--- config.mk ---
export PLATFORM = sky130hd
export DESIGN_NAME = swerve_wheel_kinematics_top_flat
export DESIGN_NICKNAME = d
export VERILOG_FILES = /design/src/rtl/swk_pkg.sv /design/src/rtl/swk_ifs.sv /design/src/rtl/swk_cordic.sv /design/src/rtl/swk_sqrt.sv /design/src/rtl/swerve_wheel_kinematics_top.sv /design/src/flat_wrapper.sv
export VERILOG_INCLUDE_DIRS = /design/src /design/src/rtl
export SDC_FILE = /design/constraint.sdc
export NUM_CORES = 2
export LEC_CHECK = 0
export ABC_AREA = 1
export BUFFER_PORTS_ARGS = -buffer_cell sky130_fd_sc_hd__buf_2
export CAP_MARGIN = 10
export CORE_ASPECT_RATIO = 2
export CORE_MARGIN = 3
export CORE_UTILIZATION = 44
export CTS_BUF_LIST = sky130_fd_sc_hd__clkbuf_4 sky130_fd_sc_hd__clkbuf_8
export DETAILED_ROUTE_END_ITERATION = 10
export PLACE_DENSITY = 0.67
export SLEW_MARGIN = 30
export SYNTH_ARGS = -nofsm -noshare
export SYNTH_HDL_FRONTEND = slang
export SYNTH_SLANG_ARGS = --single-unit
--- constraint.sdc ---
create_clock -name clk_i -period 22.8 [get_ports clk_i]
set_clock_uncertainty 0.2 [all_clocks]
set_input_delay 4.56 -clock clk_i [delete_from_list [all_inputs] [get_ports clk_i]]
set_output_delay 4.56 -clock clk_i [all_outputs]
set_load 0.05 [all_outputs]
--- src/rtl/swerve_wheel_kinematics_top_assert.svh ---
// Assertion macros shared by the swerve kinematics RTL
`ifndef SWERVE_WHEEL_KINEMATICS_TOP_ASSERT_SVH
`define SWERVE_WHEEL_KINEMATICS_TOP_ASSERT_SVH

// Same-cycle implication, sampled on clk_i, masked while rst_ni is low
`define SWK_ASSERT_IMPL(lbl, ante, cons) \
  lbl: assert property (@(posedge clk_i) disable iff (!rst_ni) (ante) |-> (cons)) \
    else $error("swk: assertion failed");

// Next-cycle implication, sampled on clk_i, masked while rst_ni is low
`define SWK_ASSERT_NEXT(lbl, ante, cons) \
  lbl: assert property (@(posedge clk_i) disable iff (!rst_ni) (ante) |=> (cons)) \
    else $error("swk: assertion failed");

`endif

--- src/rtl/swk_pkg.sv ---
// Shared types, constants and tables for the swerve kinematics block
package swk_pkg;

  // Field widths
  localparam int VEL_W      = 16;
  localparam int COMP_W     = 18;
  localparam int TURN_W     = 15;
  localparam int SPEED_W    = 16;
  localparam int ANG_W      = 16;
  localparam int THR_W      = 15;
  localparam int SCALE_W    = 16;
  localparam int CFG_DATA_W = 16;
  localparam int CFG_IDX_W  = 1;

  // Configuration register indexes
  typedef enum logic [CFG_IDX_W-1:0] {
    REG_EFFORT_THR  = 1'b0,
    REG_SPEED_SCALE = 1'b1
  } cfg_reg_e;

  localparam logic [THR_W-1:0]   THR_RESET   = 15'd410;
  localparam logic [SCALE_W-1:0] SCALE_RESET = 16'd4096;

  // CORDIC
  localparam int CORDIC_STEPS_DEF = 16;
  localparam int ATAN_LEN         = 24;
  localparam int STEP_W           = 5;
  localparam int CORD_W           = 28;
  localparam logic signed [CORD_W-1:0] HALF_PI_Q24 = 28'sd26353589;

  // Angle arithmetic in 18 bits, Q3.12
  localparam logic signed [17:0] PI_Q12     = 18'sd12868;
  localparam logic signed [17:0] TWO_PI_Q12 = 18'sd25736;

  // Rotation term and multiplier
  localparam logic signed [17:0] COS45_Q15 = 18'sd23170;
  localparam int MUL_W  = 18;
  localparam int PROD_W = 36;

  // Square root
  localparam int SUM_W     = 33;
  localparam int SQ_IN_W   = 50;
  localparam int SQ_ROOT_W = 25;
  localparam int SQ_REM_W  = 26;
  localparam int SQ_CNT_W  = 5;

  typedef struct packed {
    logic                    done;
    logic signed [ANG_W-1:0] angle;
  } cordic_res_t;

  typedef struct packed {
    logic                 done;
    logic [SQ_ROOT_W-1:0] root;
  } sqrt_res_t;

  // atan(2^-i) in Q.24
  function automatic logic signed [CORD_W-1:0] atan_q24(input logic [STEP_W-1:0] i);
    logic signed [CORD_W-1:0] r;
    begin
      case (i)
        5'd0:    r = 28'sd13176795;
        5'd1:    r = 28'sd7778716;
        5'd2:    r = 28'sd4110060;
        5'd3:    r = 28'sd2086331;
        5'd4:    r = 28'sd1047214;
        5'd5:    r = 28'sd524117;
        5'd6:    r = 28'sd262123;
        5'd7:    r = 28'sd131069;
        5'd8:    r = 28'sd65536;
        5'd9:    r = 28'sd32768;
        5'd10:   r = 28'sd16384;
        5'd11:   r = 28'sd8192;
        5'd12:   r = 28'sd4096;
        5'd13:   r = 28'sd2048;
        5'd14:   r = 28'sd1024;
        5'd15:   r = 28'sd512;
        5'd16:   r = 28'sd256;
        5'd17:   r = 28'sd128;
        5'd18:   r = 28'sd64;
        5'd19:   r = 28'sd32;
        5'd20:   r = 28'sd16;
        5'd21:   r = 28'sd8;
        5'd22:   r = 28'sd4;
        5'd23:   r = 28'sd2;
        default: r = '0;
      endcase
      return r;
    end
  endfunction

endpackage

--- src/rtl/swk_ifs.sv ---
// Valid/ready channel interfaces for commands and wheel results
interface swk_in_if;
  import swk_pkg::*;
  logic                    valid;
  logic                    ready;
  logic signed [VEL_W-1:0] vel_x;
  logic signed [VEL_W-1:0] vel_y;
  logic signed [VEL_W-1:0] vel_turn;
  modport source (output valid, vel_x, vel_y, vel_turn, input ready);
  modport sink   (input valid, vel_x, vel_y, vel_turn, output ready);
endinterface

interface swk_out_if;
  import swk_pkg::*;
  logic                     valid;
  logic                     ready;
  logic signed [TURN_W-1:0] turn_front_left;
  logic signed [TURN_W-1:0] turn_front_right;
  logic signed [TURN_W-1:0] turn_back_left;
  logic signed [TURN_W-1:0] turn_back_right;
  logic [SPEED_W-1:0]       speed_front_left;
  logic [SPEED_W-1:0]       speed_front_right;
  logic [SPEED_W-1:0]       speed_back_left;
  logic [SPEED_W-1:0]       speed_back_right;
  modport source (output valid, turn_front_left, turn_front_right, turn_back_left,
                  turn_back_right, speed_front_left, speed_front_right,
                  speed_back_left, speed_back_right, input ready);
  modport sink   (input valid, turn_front_left, turn_front_right, turn_back_left,
                  turn_back_right, speed_front_left, speed_front_right,
                  speed_back_left, speed_back_right, output ready);
endinterface

--- src/rtl/swk_cordic.sv ---
// Iterative vectoring CORDIC: atan2 in Q3.12, one micro-rotation per cycle
module swk_cordic #(
  parameter int CORDIC_STEPS = swk_pkg::CORDIC_STEPS_DEF
) (
  input  logic                                clk_i,
  input  logic                                rst_ni,
  input  logic                                start_i,
  input  logic signed [swk_pkg::COMP_W-1:0]   y_i,
  input  logic signed [swk_pkg::COMP_W-1:0]   x_i,
  output swk_pkg::cordic_res_t                res_o
);
  import swk_pkg::*;

  localparam logic [STEP_W-1:0] LAST = STEP_W'(CORDIC_STEPS - 1);

  logic signed [CORD_W-1:0] x_q, y_q, z_q;
  logic signed [CORD_W-1:0] x_d, y_d, z_d;
  logic signed [CORD_W-1:0] xe, ye, dx, dy, zr;
  logic [STEP_W-1:0]        step_q;
  logic                     busy_q, done_q, zero_q;

  // Inputs scaled by 256 into the working width
  assign xe = {{(CORD_W-COMP_W-8){x_i[COMP_W-1]}}, x_i, 8'b0};
  assign ye = {{(CORD_W-COMP_W-8){y_i[COMP_W-1]}}, y_i, 8'b0};

  assign dx = y_q >>> step_q;
  assign dy = x_q >>> step_q;

  // Pre-rotation into the right half plane, or one micro-rotation
  always_comb begin
    x_d = x_q;
    y_d = y_q;
    z_d = z_q;
    if (start_i) begin
      if (x_i < 0) begin
        if (y_i >= 0) begin
          x_d = ye;
          y_d = -xe;
          z_d = HALF_PI_Q24;
        end else begin
          x_d = -ye;
          y_d = xe;
          z_d = -HALF_PI_Q24;
        end
      end else begin
        x_d = xe;
        y_d = ye;
        z_d = '0;
      end
    end else if (busy_q) begin
      if (y_q >= 0) begin
        x_d = x_q + dx;
        y_d = y_q - dy;
        z_d = z_q + atan_q24(step_q);
      end else begin
        x_d = x_q - dx;
        y_d = y_q + dy;
        z_d = z_q - atan_q24(step_q);
      end
    end
  end

  always_ff @(posedge clk_i) begin
    x_q <= x_d;
    y_q <= y_d;
    z_q <= z_d;
    if (start_i) begin
      zero_q <= (x_i == '0) && (y_i == '0);
    end
  end

  // Step counter and done pulse
  always_ff @(posedge clk_i or negedge rst_ni) begin
    if (!rst_ni) begin
      busy_q <= 1'b0;
      done_q <= 1'b0;
      step_q <= '0;
    end else begin
      done_q <= 1'b0;
      if (start_i) begin
        busy_q <= 1'b1;
        step_q <= '0;
      end else if (busy_q) begin
        if (step_q == LAST) begin
          busy_q <= 1'b0;
          done_q <= 1'b1;
        end else begin
          step_q <= step_q + 1'b1;
        end
      end
    end
  end

  // Round Q.24 to Q.12
  assign zr          = z_q + 28'sd2048;
  assign res_o.done  = done_q;
  assign res_o.angle = zero_q ? '0 : zr[CORD_W-1:12];

endmodule

--- src/rtl/swk_sqrt.sv ---
// Bit-serial integer square root of (sum << 16), one root bit per cycle
module swk_sqrt (
  input  logic                           clk_i,
  input  logic                           rst_ni,
  input  logic                           start_i,
  input  logic [swk_pkg::SUM_W-1:0]      sum_i,
  output swk_pkg::sqrt_res_t             res_o
);
  import swk_pkg::*;

  localparam logic [SQ_CNT_W-1:0] LAST = SQ_CNT_W'(SQ_ROOT_W - 1);

  logic [SQ_IN_W-1:0]   n_q;
  logic [SQ_REM_W-1:0]  rem_q;
  logic [SQ_ROOT_W-1:0] root_q;
  logic [SQ_CNT_W-1:0]  cnt_q;
  logic                 busy_q, done_q;
  logic [SQ_REM_W+1:0]  rem_sh, trial;
  logic                 fits;

  // Next remainder digit and trial subtrahend
  assign rem_sh = {rem_q, n_q[SQ_IN_W-1 -: 2]};
  assign trial  = {1'b0, root_q, 2'b01};
  assign fits   = rem_sh >= trial;

  always_ff @(posedge clk_i) begin
    if (start_i) begin
      n_q    <= {1'b0, sum_i, 16'b0};
      rem_q  <= '0;
      root_q <= '0;
    end else if (busy_q) begin
      n_q    <= {n_q[SQ_IN_W-3:0], 2'b00};
      rem_q  <= fits ? SQ_REM_W'(rem_sh - trial) : SQ_REM_W'(rem_sh);
      root_q <= {root_q[SQ_ROOT_W-2:0], fits};
    end
  end

  always_ff @(posedge clk_i or negedge rst_ni) begin
    if (!rst_ni) begin
      busy_q <= 1'b0;
      done_q <= 1'b0;
      cnt_q  <= '0;
    end else begin
      done_q <= 1'b0;
      if (start_i) begin
        busy_q <= 1'b1;
        cnt_q  <= '0;
      end else if (busy_q) begin
        if (cnt_q == LAST) begin
          busy_q <= 1'b0;
          done_q <= 1'b1;
        end else begin
          cnt_q <= cnt_q + 1'b1;
        end
      end
    end
  end

  assign res_o.done = done_q;
  assign res_o.root = root_q;

endmodule

--- src/rtl/swerve_wheel_kinematics_top.sv ---
// Swerve drive inverse kinematics: four steering changes and wheel speeds per command
//
//  channel  dir  handshake         beat
//  in_ch    in   valid/ready       vel_x, vel_y, vel_turn
//  out_ch   out  valid/ready       four turn_*, four speed_*
//  cfg      in   cfg_we_i          cfg_idx_i, cfg_wdata_i
//
// A command passes from one accept to the next through idle, the rotation term and effort
// test, then per wheel the squares, the bit-serial square root (the CORDIC runs alongside
// it and ends first), scale and write-back, and finally the load of the output register.
// The square root is the longest step. in_ch is taken only while the sequencer idles; the
// result sits in an output register, so a new command is accepted while out_ch is stalled.
// Reset clears the stored wheel angles to zero and the registers to their defaults.
`include "swerve_wheel_kinematics_top_assert.svh"

module swerve_wheel_kinematics_top #(
  parameter int CORDIC_STEPS = swk_pkg::CORDIC_STEPS_DEF
) (
  input  logic                              clk_i,
  input  logic                              rst_ni,
  swk_in_if.sink                            in_ch,
  swk_out_if.source                         out_ch,
  input  logic                              cfg_we_i,
  input  logic [swk_pkg::CFG_IDX_W-1:0]     cfg_idx_i,
  input  logic [swk_pkg::CFG_DATA_W-1:0]    cfg_wdata_i
);
  import swk_pkg::*;

  typedef enum logic [6:0] {
    S_IDLE = 7'b0000001,
    S_PRE  = 7'b0000010,
    S_WSQ  = 7'b0000100,
    S_RUN  = 7'b0001000,
    S_SCL  = 7'b0010000,
    S_FIN  = 7'b0100000,
    S_DONE = 7'b1000000
  } state_e;

  state_e state_q, state_d;

  logic [THR_W-1:0]          thr_q;
  logic [SCALE_W-1:0]        scale_q;
  logic signed [VEL_W-1:0]   vx_q, vy_q, vw_q, p_q;
  logic [31:0]               eff_q;
  logic                      upd_q;
  logic signed [PROD_W-1:0]  prod_q, prod;
  logic signed [MUL_W-1:0]   ma, mb;
  logic [2:0]                cnt_q;
  logic [1:0]                wheel_q;
  logic [SUM_W-1:0]          sum_q, sq_sum;
  logic [40:0]               scl_q;
  logic                      cdone_q, sdone_q;
  logic signed [ANG_W-1:0]   angle_q [4];
  logic signed [TURN_W-1:0]  turn_q [4];
  logic [SPEED_W-1:0]        speed_q [4];
  logic signed [TURN_W-1:0]  oturn_q [4];
  logic [SPEED_W-1:0]        ospeed_q [4];
  logic                      ovalid_q;

  logic signed [COMP_W-1:0]  vxe, vye, pe, vxp, vxm, vyp, vym, ay, ax, sa;
  logic signed [PROD_W-1:0]  p_rnd;
  logic                      cordic_start, sqrt_start, run_done, out_load;
  cordic_res_t               cd_res;
  sqrt_res_t                 sq_res;
  logic [41:0]               spd_rnd;
  logic [17:0]               spd_raw;
  logic [SPEED_W-1:0]        spd_sat;
  logic signed [17:0]        tgt, diff, new_ang;

  function automatic logic signed [17:0] wrap_ang(input logic signed [17:0] a);
    logic signed [17:0] r;
    begin
      r = a;
      if (r >= PI_Q12) begin
        r = r - TWO_PI_Q12;
      end else if (r < -PI_Q12) begin
        r = r + TWO_PI_Q12;
      end
      return r;
    end
  endfunction

  // Wheel vector components
  assign vxe = {{2{vx_q[VEL_W-1]}}, vx_q};
  assign vye = {{2{vy_q[VEL_W-1]}}, vy_q};
  assign pe  = {{2{p_q[VEL_W-1]}}, p_q};
  assign vxp = vxe + pe;
  assign vxm = vxe - pe;
  assign vyp = vye + pe;
  assign vym = vye - pe;
  // Steering uses (vy -+ p) for front/back, speed pairs the y sign the other way
  assign ay  = wheel_q[1] ? vyp : vym;
  assign ax  = wheel_q[0] ? vxp : vxm;
  assign sa  = wheel_q[1] ? vym : vyp;

  // Shared multiplier operand select
  always_comb begin
    ma = '0;
    mb = '0;
    if (state_q == S_PRE) begin
      case (cnt_q)
        3'd0:    begin ma = {{2{vw_q[VEL_W-1]}}, vw_q}; mb = COS45_Q15; end
        3'd1:    begin ma = vxe; mb = vxe; end
        3'd2:    begin ma = vye; mb = vye; end
        3'd3:    begin ma = {{2{vw_q[VEL_W-1]}}, vw_q}; mb = {{2{vw_q[VEL_W-1]}}, vw_q}; end
        3'd4:    begin ma = {3'b0, thr_q}; mb = {3'b0, thr_q}; end
        default: ;
      endcase
    end else if (state_q == S_WSQ) begin
      case (cnt_q)
        3'd0:    begin ma = sa; mb = sa; end
        3'd1:    begin ma = ax; mb = ax; end
        default: ;
      endcase
    end
  end

  assign prod         = ma * mb;
  assign p_rnd        = prod_q + 36'sd16384;
  assign sq_sum       = sum_q + {1'b0, prod_q[31:0]};
  assign sqrt_start   = (state_q == S_WSQ) && (cnt_q == 3'd2);
  assign cordic_start = sqrt_start && upd_q;
  assign run_done     = (sdone_q || sq_res.done) && (cdone_q || cd_res.done || !upd_q);
  assign out_load     = (state_q == S_DONE) && (!ovalid_q || out_ch.ready);

  swk_cordic #(.CORDIC_STEPS(CORDIC_STEPS)) u_cordic (
    .clk_i   (clk_i),
    .rst_ni  (rst_ni),
    .start_i (cordic_start),
    .y_i     (ay),
    .x_i     (ax),
    .res_o   (cd_res)
  );

  swk_sqrt u_sqrt (
    .clk_i   (clk_i),
    .rst_ni  (rst_ni),
    .start_i (sqrt_start),
    .sum_i   (sq_sum),
    .res_o   (sq_res)
  );

  // Speed rounding and saturation
  assign spd_rnd = {1'b0, scl_q} + 42'h0000080_0000;
  assign spd_raw = spd_rnd[41:24];
  assign spd_sat = (|spd_raw[17:16]) ? '1 : spd_raw[15:0];

  // Steering change against the stored angle
  assign tgt     = -{{2{cd_res.angle[ANG_W-1]}}, cd_res.angle};
  assign diff    = wrap_ang(tgt - {{2{angle_q[wheel_q][ANG_W-1]}}, angle_q[wheel_q]});
  assign new_ang = wrap_ang({{2{angle_q[wheel_q][ANG_W-1]}}, angle_q[wheel_q]} + diff);

  // Sequencer next state
  always_comb begin
    state_d = state_q;
    unique case (state_q)
      S_IDLE: if (in_ch.valid) state_d = S_PRE;
      S_PRE:  if (cnt_q == 3'd5) state_d = S_WSQ;
      S_WSQ:  if (cnt_q == 3'd2) state_d = S_RUN;
      S_RUN:  if (run_done) state_d = S_SCL;
      S_SCL:  state_d = S_FIN;
      S_FIN:  state_d = (wheel_q == 2'd3) ? S_DONE : S_WSQ;
      S_DONE: if (out_load) state_d = S_IDLE;
      default: state_d = S_IDLE;
    endcase
  end

  // Control state
  always_ff @(posedge clk_i or negedge rst_ni) begin
    if (!rst_ni) begin
      state_q  <= S_IDLE;
      cnt_q    <= '0;
      wheel_q  <= '0;
      cdone_q  <= 1'b0;
      sdone_q  <= 1'b0;
      ovalid_q <= 1'b0;
      thr_q    <= THR_RESET;
      scale_q  <= SCALE_RESET;
      for (int i = 0; i < 4; i++) begin
        angle_q[i] <= '0;
      end
    end else begin
      state_q <= state_d;
      if (state_q != state_d) begin
        cnt_q <= '0;
      end else if (state_q == S_PRE || state_q == S_WSQ) begin
        cnt_q <= cnt_q + 1'b1;
      end
      if (state_q == S_IDLE) begin
        wheel_q <= '0;
      end else if (state_q == S_FIN) begin
        wheel_q <= wheel_q + 1'b1;
        if (upd_q) begin
          angle_q[wheel_q] <= new_ang[ANG_W-1:0];
        end
      end
      if (sqrt_start) begin
        cdone_q <= 1'b0;
        sdone_q <= 1'b0;
      end else begin
        if (cd_res.done) cdone_q <= 1'b1;
        if (sq_res.done) sdone_q <= 1'b1;
      end
      if (out_load) begin
        ovalid_q <= 1'b1;
      end else if (out_ch.ready) begin
        ovalid_q <= 1'b0;
      end
      // Register writes
      if (cfg_we_i) begin
        unique case (cfg_reg_e'(cfg_idx_i))
          REG_EFFORT_THR:  thr_q   <= cfg_wdata_i[THR_W-1:0];
          REG_SPEED_SCALE: scale_q <= cfg_wdata_i[SCALE_W-1:0];
          default: ;
        endcase
      end
    end
  end

  // Datapath registers
  always_ff @(posedge clk_i) begin
    prod_q <= prod;
    if (state_q == S_IDLE && in_ch.valid) begin
      vx_q <= in_ch.vel_x;
      vy_q <= in_ch.vel_y;
      vw_q <= in_ch.vel_turn;
    end
    if (state_q == S_PRE) begin
      case (cnt_q)
        3'd1:    p_q   <= p_rnd[30:15];
        3'd2:    eff_q <= prod_q[31:0];
        3'd3,
        3'd4:    eff_q <= eff_q + prod_q[31:0];
        3'd5:    upd_q <= eff_q > {2'b0, prod_q[29:0]};
        default: ;
      endcase
    end
    if (state_q == S_WSQ && cnt_q == 3'd1) begin
      sum_q <= {1'b0, prod_q[31:0]};
    end
    if (state_q == S_SCL) begin
      scl_q <= {16'b0, sq_res.root} * {25'b0, scale_q};
    end
    if (state_q == S_FIN) begin
      speed_q[wheel_q] <= spd_sat;
      turn_q[wheel_q]  <= upd_q ? diff[TURN_W-1:0] : '0;
    end
    if (out_load) begin
      for (int i = 0; i < 4; i++) begin
        oturn_q[i]  <= turn_q[i];
        ospeed_q[i] <= speed_q[i];
      end
    end
  end

  assign in_ch.ready              = (state_q == S_IDLE);
  assign out_ch.valid             = ovalid_q;
  assign out_ch.turn_front_left   = oturn_q[0];
  assign out_ch.turn_front_right  = oturn_q[1];
  assign out_ch.turn_back_left    = oturn_q[2];
  assign out_ch.turn_back_right   = oturn_q[3];
  // Speed slots follow the kinematic pairing: slot i used y sign of the partner wheel
  assign out_ch.speed_front_left  = ospeed_q[0];
  assign out_ch.speed_front_right = ospeed_q[1];
  assign out_ch.speed_back_left   = ospeed_q[2];
  assign out_ch.speed_back_right  = ospeed_q[3];

  // Checks
  `SWK_ASSERT_NEXT(a_accept_pre, in_ch.valid && in_ch.ready, state_q == S_PRE)
  `SWK_ASSERT_IMPL(a_sqrt_done_run, sq_res.done, state_q == S_RUN)
  `SWK_ASSERT_IMPL(a_cordic_only_upd, cd_res.done, upd_q && state_q == S_RUN)
  `SWK_ASSERT_NEXT(a_hold_angles, state_q == S_FIN && !upd_q, $stable(angle_q[0]) && $stable(angle_q[1]) && $stable(angle_q[2]) && $stable(angle_q[3]))

endmodule
--- src/flat_wrapper.sv ---
// flat-port wrapper written by rule: the top's interface ports become plain ports
module swerve_wheel_kinematics_top_flat import swk_pkg::*;
#(
  parameter int CORDIC_STEPS = swk_pkg::CORDIC_STEPS_DEF
)
  (clk_i, rst_ni, cfg_we_i, cfg_idx_i, cfg_wdata_i, in_ch_valid, in_ch_vel_x, in_ch_vel_y, in_ch_vel_turn, in_ch_ready, out_ch_valid, out_ch_turn_front_left, out_ch_turn_front_right, out_ch_turn_back_left, out_ch_turn_back_right, out_ch_speed_front_left, out_ch_speed_front_right, out_ch_speed_back_left, out_ch_speed_back_right, out_ch_ready);
  swk_in_if in_ch_i ();
  swk_out_if out_ch_i ();
  input  logic clk_i;
  input  logic rst_ni;
  input  logic cfg_we_i;
  input  logic [swk_pkg::CFG_IDX_W-1:0] cfg_idx_i;
  input  logic [swk_pkg::CFG_DATA_W-1:0] cfg_wdata_i;
  input wire logic [$bits(in_ch_i.valid)-1:0] in_ch_valid;
  input wire logic [$bits(in_ch_i.vel_x)-1:0] in_ch_vel_x;
  input wire logic [$bits(in_ch_i.vel_y)-1:0] in_ch_vel_y;
  input wire logic [$bits(in_ch_i.vel_turn)-1:0] in_ch_vel_turn;
  output wire logic [$bits(in_ch_i.ready)-1:0] in_ch_ready;
  output wire logic [$bits(out_ch_i.valid)-1:0] out_ch_valid;
  output wire logic [$bits(out_ch_i.turn_front_left)-1:0] out_ch_turn_front_left;
  output wire logic [$bits(out_ch_i.turn_front_right)-1:0] out_ch_turn_front_right;
  output wire logic [$bits(out_ch_i.turn_back_left)-1:0] out_ch_turn_back_left;
  output wire logic [$bits(out_ch_i.turn_back_right)-1:0] out_ch_turn_back_right;
  output wire logic [$bits(out_ch_i.speed_front_left)-1:0] out_ch_speed_front_left;
  output wire logic [$bits(out_ch_i.speed_front_right)-1:0] out_ch_speed_front_right;
  output wire logic [$bits(out_ch_i.speed_back_left)-1:0] out_ch_speed_back_left;
  output wire logic [$bits(out_ch_i.speed_back_right)-1:0] out_ch_speed_back_right;
  input wire logic [$bits(out_ch_i.ready)-1:0] out_ch_ready;
  assign in_ch_i.valid = in_ch_valid;
  assign in_ch_i.vel_x = in_ch_vel_x;
  assign in_ch_i.vel_y = in_ch_vel_y;
  assign in_ch_i.vel_turn = in_ch_vel_turn;
  assign in_ch_ready = in_ch_i.ready;
  assign out_ch_valid = out_ch_i.valid;
  assign out_ch_turn_front_left = out_ch_i.turn_front_left;
  assign out_ch_turn_front_right = out_ch_i.turn_front_right;
  assign out_ch_turn_back_left = out_ch_i.turn_back_left;
  assign out_ch_turn_back_right = out_ch_i.turn_back_right;
  assign out_ch_speed_front_left = out_ch_i.speed_front_left;
  assign out_ch_speed_front_right = out_ch_i.speed_front_right;
  assign out_ch_speed_back_left = out_ch_i.speed_back_left;
  assign out_ch_speed_back_right = out_ch_i.speed_back_right;
  assign out_ch_i.ready = out_ch_ready;
  swerve_wheel_kinematics_top #(.CORDIC_STEPS(CORDIC_STEPS)) u_core (.clk_i(clk_i), .rst_ni(rst_ni), .in_ch(in_ch_i), .out_ch(out_ch_i), .cfg_we_i(cfg_we_i), .cfg_idx_i(cfg_idx_i), .cfg_wdata_i(cfg_wdata_i));
endmodule
==> metrics.txt <==
core box area about 160,000 um^2; die area 168,000 um^2; leading cell type in the layout, fill and taps excluded nand2_1; Tot Pwr slightly above 5 mW; max frequency 92.4 MHz; Highest Signal Layer met5; main combinational cell family by area after synthesis adder cells; Mean Syn Cell Area 7.99 um^2; total grt overflow 0; CTS resizes 0; Seq/Total Area, Yosys around 28%; largest net degree at the start of global routing 77; Root Driver clkbuf_8; final hold violation count 0; deepest clock path buffer count 3; Port Buffers 195; Vias 62.1k; Post-Syn Instances 8,983; Critical Path Sink Type register; antenna violations before repair 9; met3 wire length 10,800 um; Tmin final 10.82 ns; Synth async-reset ratio 17.2%; Post-route DRC 0; Clk Latency, worst-skew pair 0.83 ns; Total GRT Usage 29.2%; Distinct cells, synth 81; Critical Path Start Type register; die height roughly 580 um; Main synth FF type edfxtp_1; Bufs and invs on worst path 5; count of hold buffers inserted by post-cts repair 0; most used cell, CP nand2_1; post-route ant nets 0; CP Max Fanout 20; Top delay family on crit path adder cells; adder-cell share of the synthesized area 26.5%; EDFF count, synth a little over 500; Area after DPL 74,800 um^2; critical path type reg -> reg; first-pass GRT wire length 373,000 um; io pins 196; commonest non-fill, non-tap cells in the layout 2,211 x nand2_1, 1,597 x inv_1, 619 x fa_1; GP Congestion between 1 and 1.5; Initial Util between 40 and 50%; Mapped Nets 10.2k; hpwl dp 200,000 um; simple-gate area share of the yosys netlist 19.5%; TritonCTS clock tree built; static leakage 38.1 nW; H-tree level count 3; CP Data Required Time 23.35 ns; Worst Hold Class reg -> reg; Wirelength per Cell 21.9 um; Arr. time, crit path 11.38 ns; slowest stage delay, CP about 0.73 ns; postcts setup bufs 0; final slew viol count 0; Setup-failing EPs final 0; post-route clock period utilization 47.5%; relative slew slack between 20% and 30%; Sink Count ~720; Peak VDD IR 0.0920 mV; Synth Warn # 0; Num CTS Buffers 110; RSZ-0062 raised after global routing no; Reg area 20,200 um^2; final net count 10.3k; final WL 247,000 um; Max-Cap Viols 0; DR pass1 iterations 6; final instance area 77,400 um^2; worst-margin pin slew 1.08 ns; xor/xnor share of the synthesized area 3.86%; Synth Area in Compound Gates between 10% and 20%; Fill cells 16.0k; Die Wd 292 um; met2 routed WL 132,000 um; layout cells sized above 1 7.08%; outcome completed; DRT iter0 DRCs 3,984; PwrDens 66.2 nW/um^2; synthesized area 71,800 um^2; Vias/cell 5.50; Synth Register Bits 721; Row Count 209; clk slew on worst S/H paths 0.07 ns; DRT met1 WL between 70,000 and 80,000 um; multiplexer area fraction after synthesis 0.267%; slowest CP cell fa_1; Synth-to-Final Area Change 7.82%; Total Negative Setup Slacks 0 ns; number of global-route vias before repair between 60k and 70k; area of the multi-input gates 44,200 um^2
synthesized netlist by cell type (all sizes together), types with 3 or more instances:
cell | n | area (um^2)
clkinv | 13 | 48.8
nand3 | 355 | 1810
a21oi | 499 | 2510
ha | 532 | 6660
mux2i | 18 | 180
and3 | 6 | 37.5
xor2 | 240 | 2100
a32oi | 15 | 131
xnor2 | 76 | 666
buf | 90 | 526
and2 | 16 | 100
fa | 619 | 12400
or2 | 44 | 275
a21boi | 17 | 131
dfrtp | 117 | 2930
a31oi | 25 | 163
a31o | 3 | 26.3
a211oi | 18 | 135
a221oi | 12 | 105
nor2 | 572 | 2200
nand4 | 57 | 363
clkbuf | 219 | 823
o211ai | 37 | 288
a21o | 24 | 180
inv | 1619 | 6080
dfxtp | 84 | 1680
nor3 | 74 | 380
o22ai | 33 | 206
o221ai | 20 | 175
dfstp | 7 | 184
nor4 | 29 | 194
a22o | 14 | 123
nor3b | 3 | 22.5
o21ai | 588 | 2980
a22oi | 35 | 273
o31ai | 18 | 135
o21a | 19 | 143
o2111ai | 8 | 70.1
nand2 | 2240 | 8480
edfxtp | 513 | 15400
o21bai | 21 | 158
nand3b | 12 | 93.8
a32o | 4 | 40.0
a41oi | 3 | 26.3
logic make-up (layout without fill, tap and decap cells):
kind of cell / Yosys count / count (layout)
and+or+nand+nor: 3410 / 3410
muxes: 19 / 19
AOI/OAI and AO/OA: 1425 / 1425
DFF: 721 / 721
other: 0 / 6
buffers and inverters: 1941 / 2124
xor gates and xnor gates: 316 / 316
adders and majority gates: 1151 / 1151
cell type report:
type	instances	area share [%]
antenna	6	0.0194
clock buffer	153	2.44
clock inverter	54	0.823
inverter	1632	7.92
multi-input combinational	6321	57.1
sequential	721	26.1
tap	2110	3.41
timing repair buffer	285	2.15
worst reg2reg max path: cells and delay by family (launching register included):
family                     cells  cell delay [ns]
adders and majority gates      8             3.84
and+or+nand+nor               17             3.37
AOI/OAI and AO/OA              7             1.66
buffers and inverters          5             0.91
DFF                            1             0.47
xor gates and xnor gates       2             0.36
per-stage QoR:
| stage | worst slack, ns | hold WS (ns) | std cells | utilization, % |
|---|---|---|---|---|
| after floorplan | 12.21 | 0.200 | 8983 | - |
| after global placement | 12.02 | 0.200 | 11069 | 46.1 |
| after detailed placement | 12.04 | 0.205 | 11069 | 46.1 |
| after CTS | 11.99 | 0.208 | 11276 | 47.7 |
| after global routing | 11.48 | 0.212 | 11280 | 47.7 |
| final | 11.98 | 0.216 | 11282 | 47.7 |
routing by layer:
layer,vias up,track usage [%]
met1,29957,26.3
met3,1006,3.56
met5,-,0
met2,2220,56.0
met4,2,26.6
li1,28868,-
state kept, by name, summed over array words and instances (netlist names), 5 cells and up:
| register | flops |
|---|---|
| u_core.vy_q | 16 |
| u_core.u_sqrt.rem_q | 26 |
| u_core.vw_q | 16 |
| u_core.u_cordic.x_q | 28 |
| u_core.thr_q | 15 |
| u_core.turn_q | 60 |
| u_core.u_sqrt.cnt_q | 5 |
| u_core.state_q | 7 |
| u_core.u_sqrt.n_q | 34 |
| u_core.eff_q | 32 |
| u_core.speed_q | 64 |
| u_core.scale_q | 16 |
| u_core.u_sqrt.root_q | 25 |
| u_core.ospeed_q | 64 |
| u_core.prod_q | 32 |
| u_core.angle_q | 64 |
| u_core.oturn_q | 60 |
| u_core.u_cordic.step_q | 5 |
| u_core.p_q | 16 |
| u_core.scl_q | 18 |
| u_core.u_cordic.z_q | 28 |
| u_core.sum_q | 32 |
| u_core.u_cordic.y_q | 28 |
| u_core.vx_q | 16 |
where the power goes:
group | internal (mW) | switching (mW) | total (mW)
combinational | 0.718 | 1.56 | 2.28
clock | 0.687 | 0.570 | 1.26
sequential | 1.48 | 0.101 | 1.58
final timing paths:
kind	slack (ns)	endpoint	depth (start not counted)	startpoint
min in group asynchronous	3.51	u_core.u_cordic.step_q[2]$_DFFE_PN0P_	1	rst_ni
worst min register to register	0.22	u_core.ospeed_q[1][15]$_DFFE_PP_	0	u_core.speed_q[1][15]$_DFFE_PP_
worst max register to register	11.98	u_core.prod_q[29]$_DFF_P_	39	u_core.p_q[1]$_DFFE_PP_
worst min-delay path	0.22	u_core.ospeed_q[1][15]$_DFFE_PP_	0	u_core.speed_q[1][15]$_DFFE_PP_
max in group asynchronous	17.70	u_core.angle_q[52]$_DFFE_PN0P_	2	rst_ni
worst max-delay path	11.98	u_core.prod_q[29]$_DFF_P_	39	u_core.p_q[1]$_DFFE_PP_
Power figures use the tool's default switching activity.
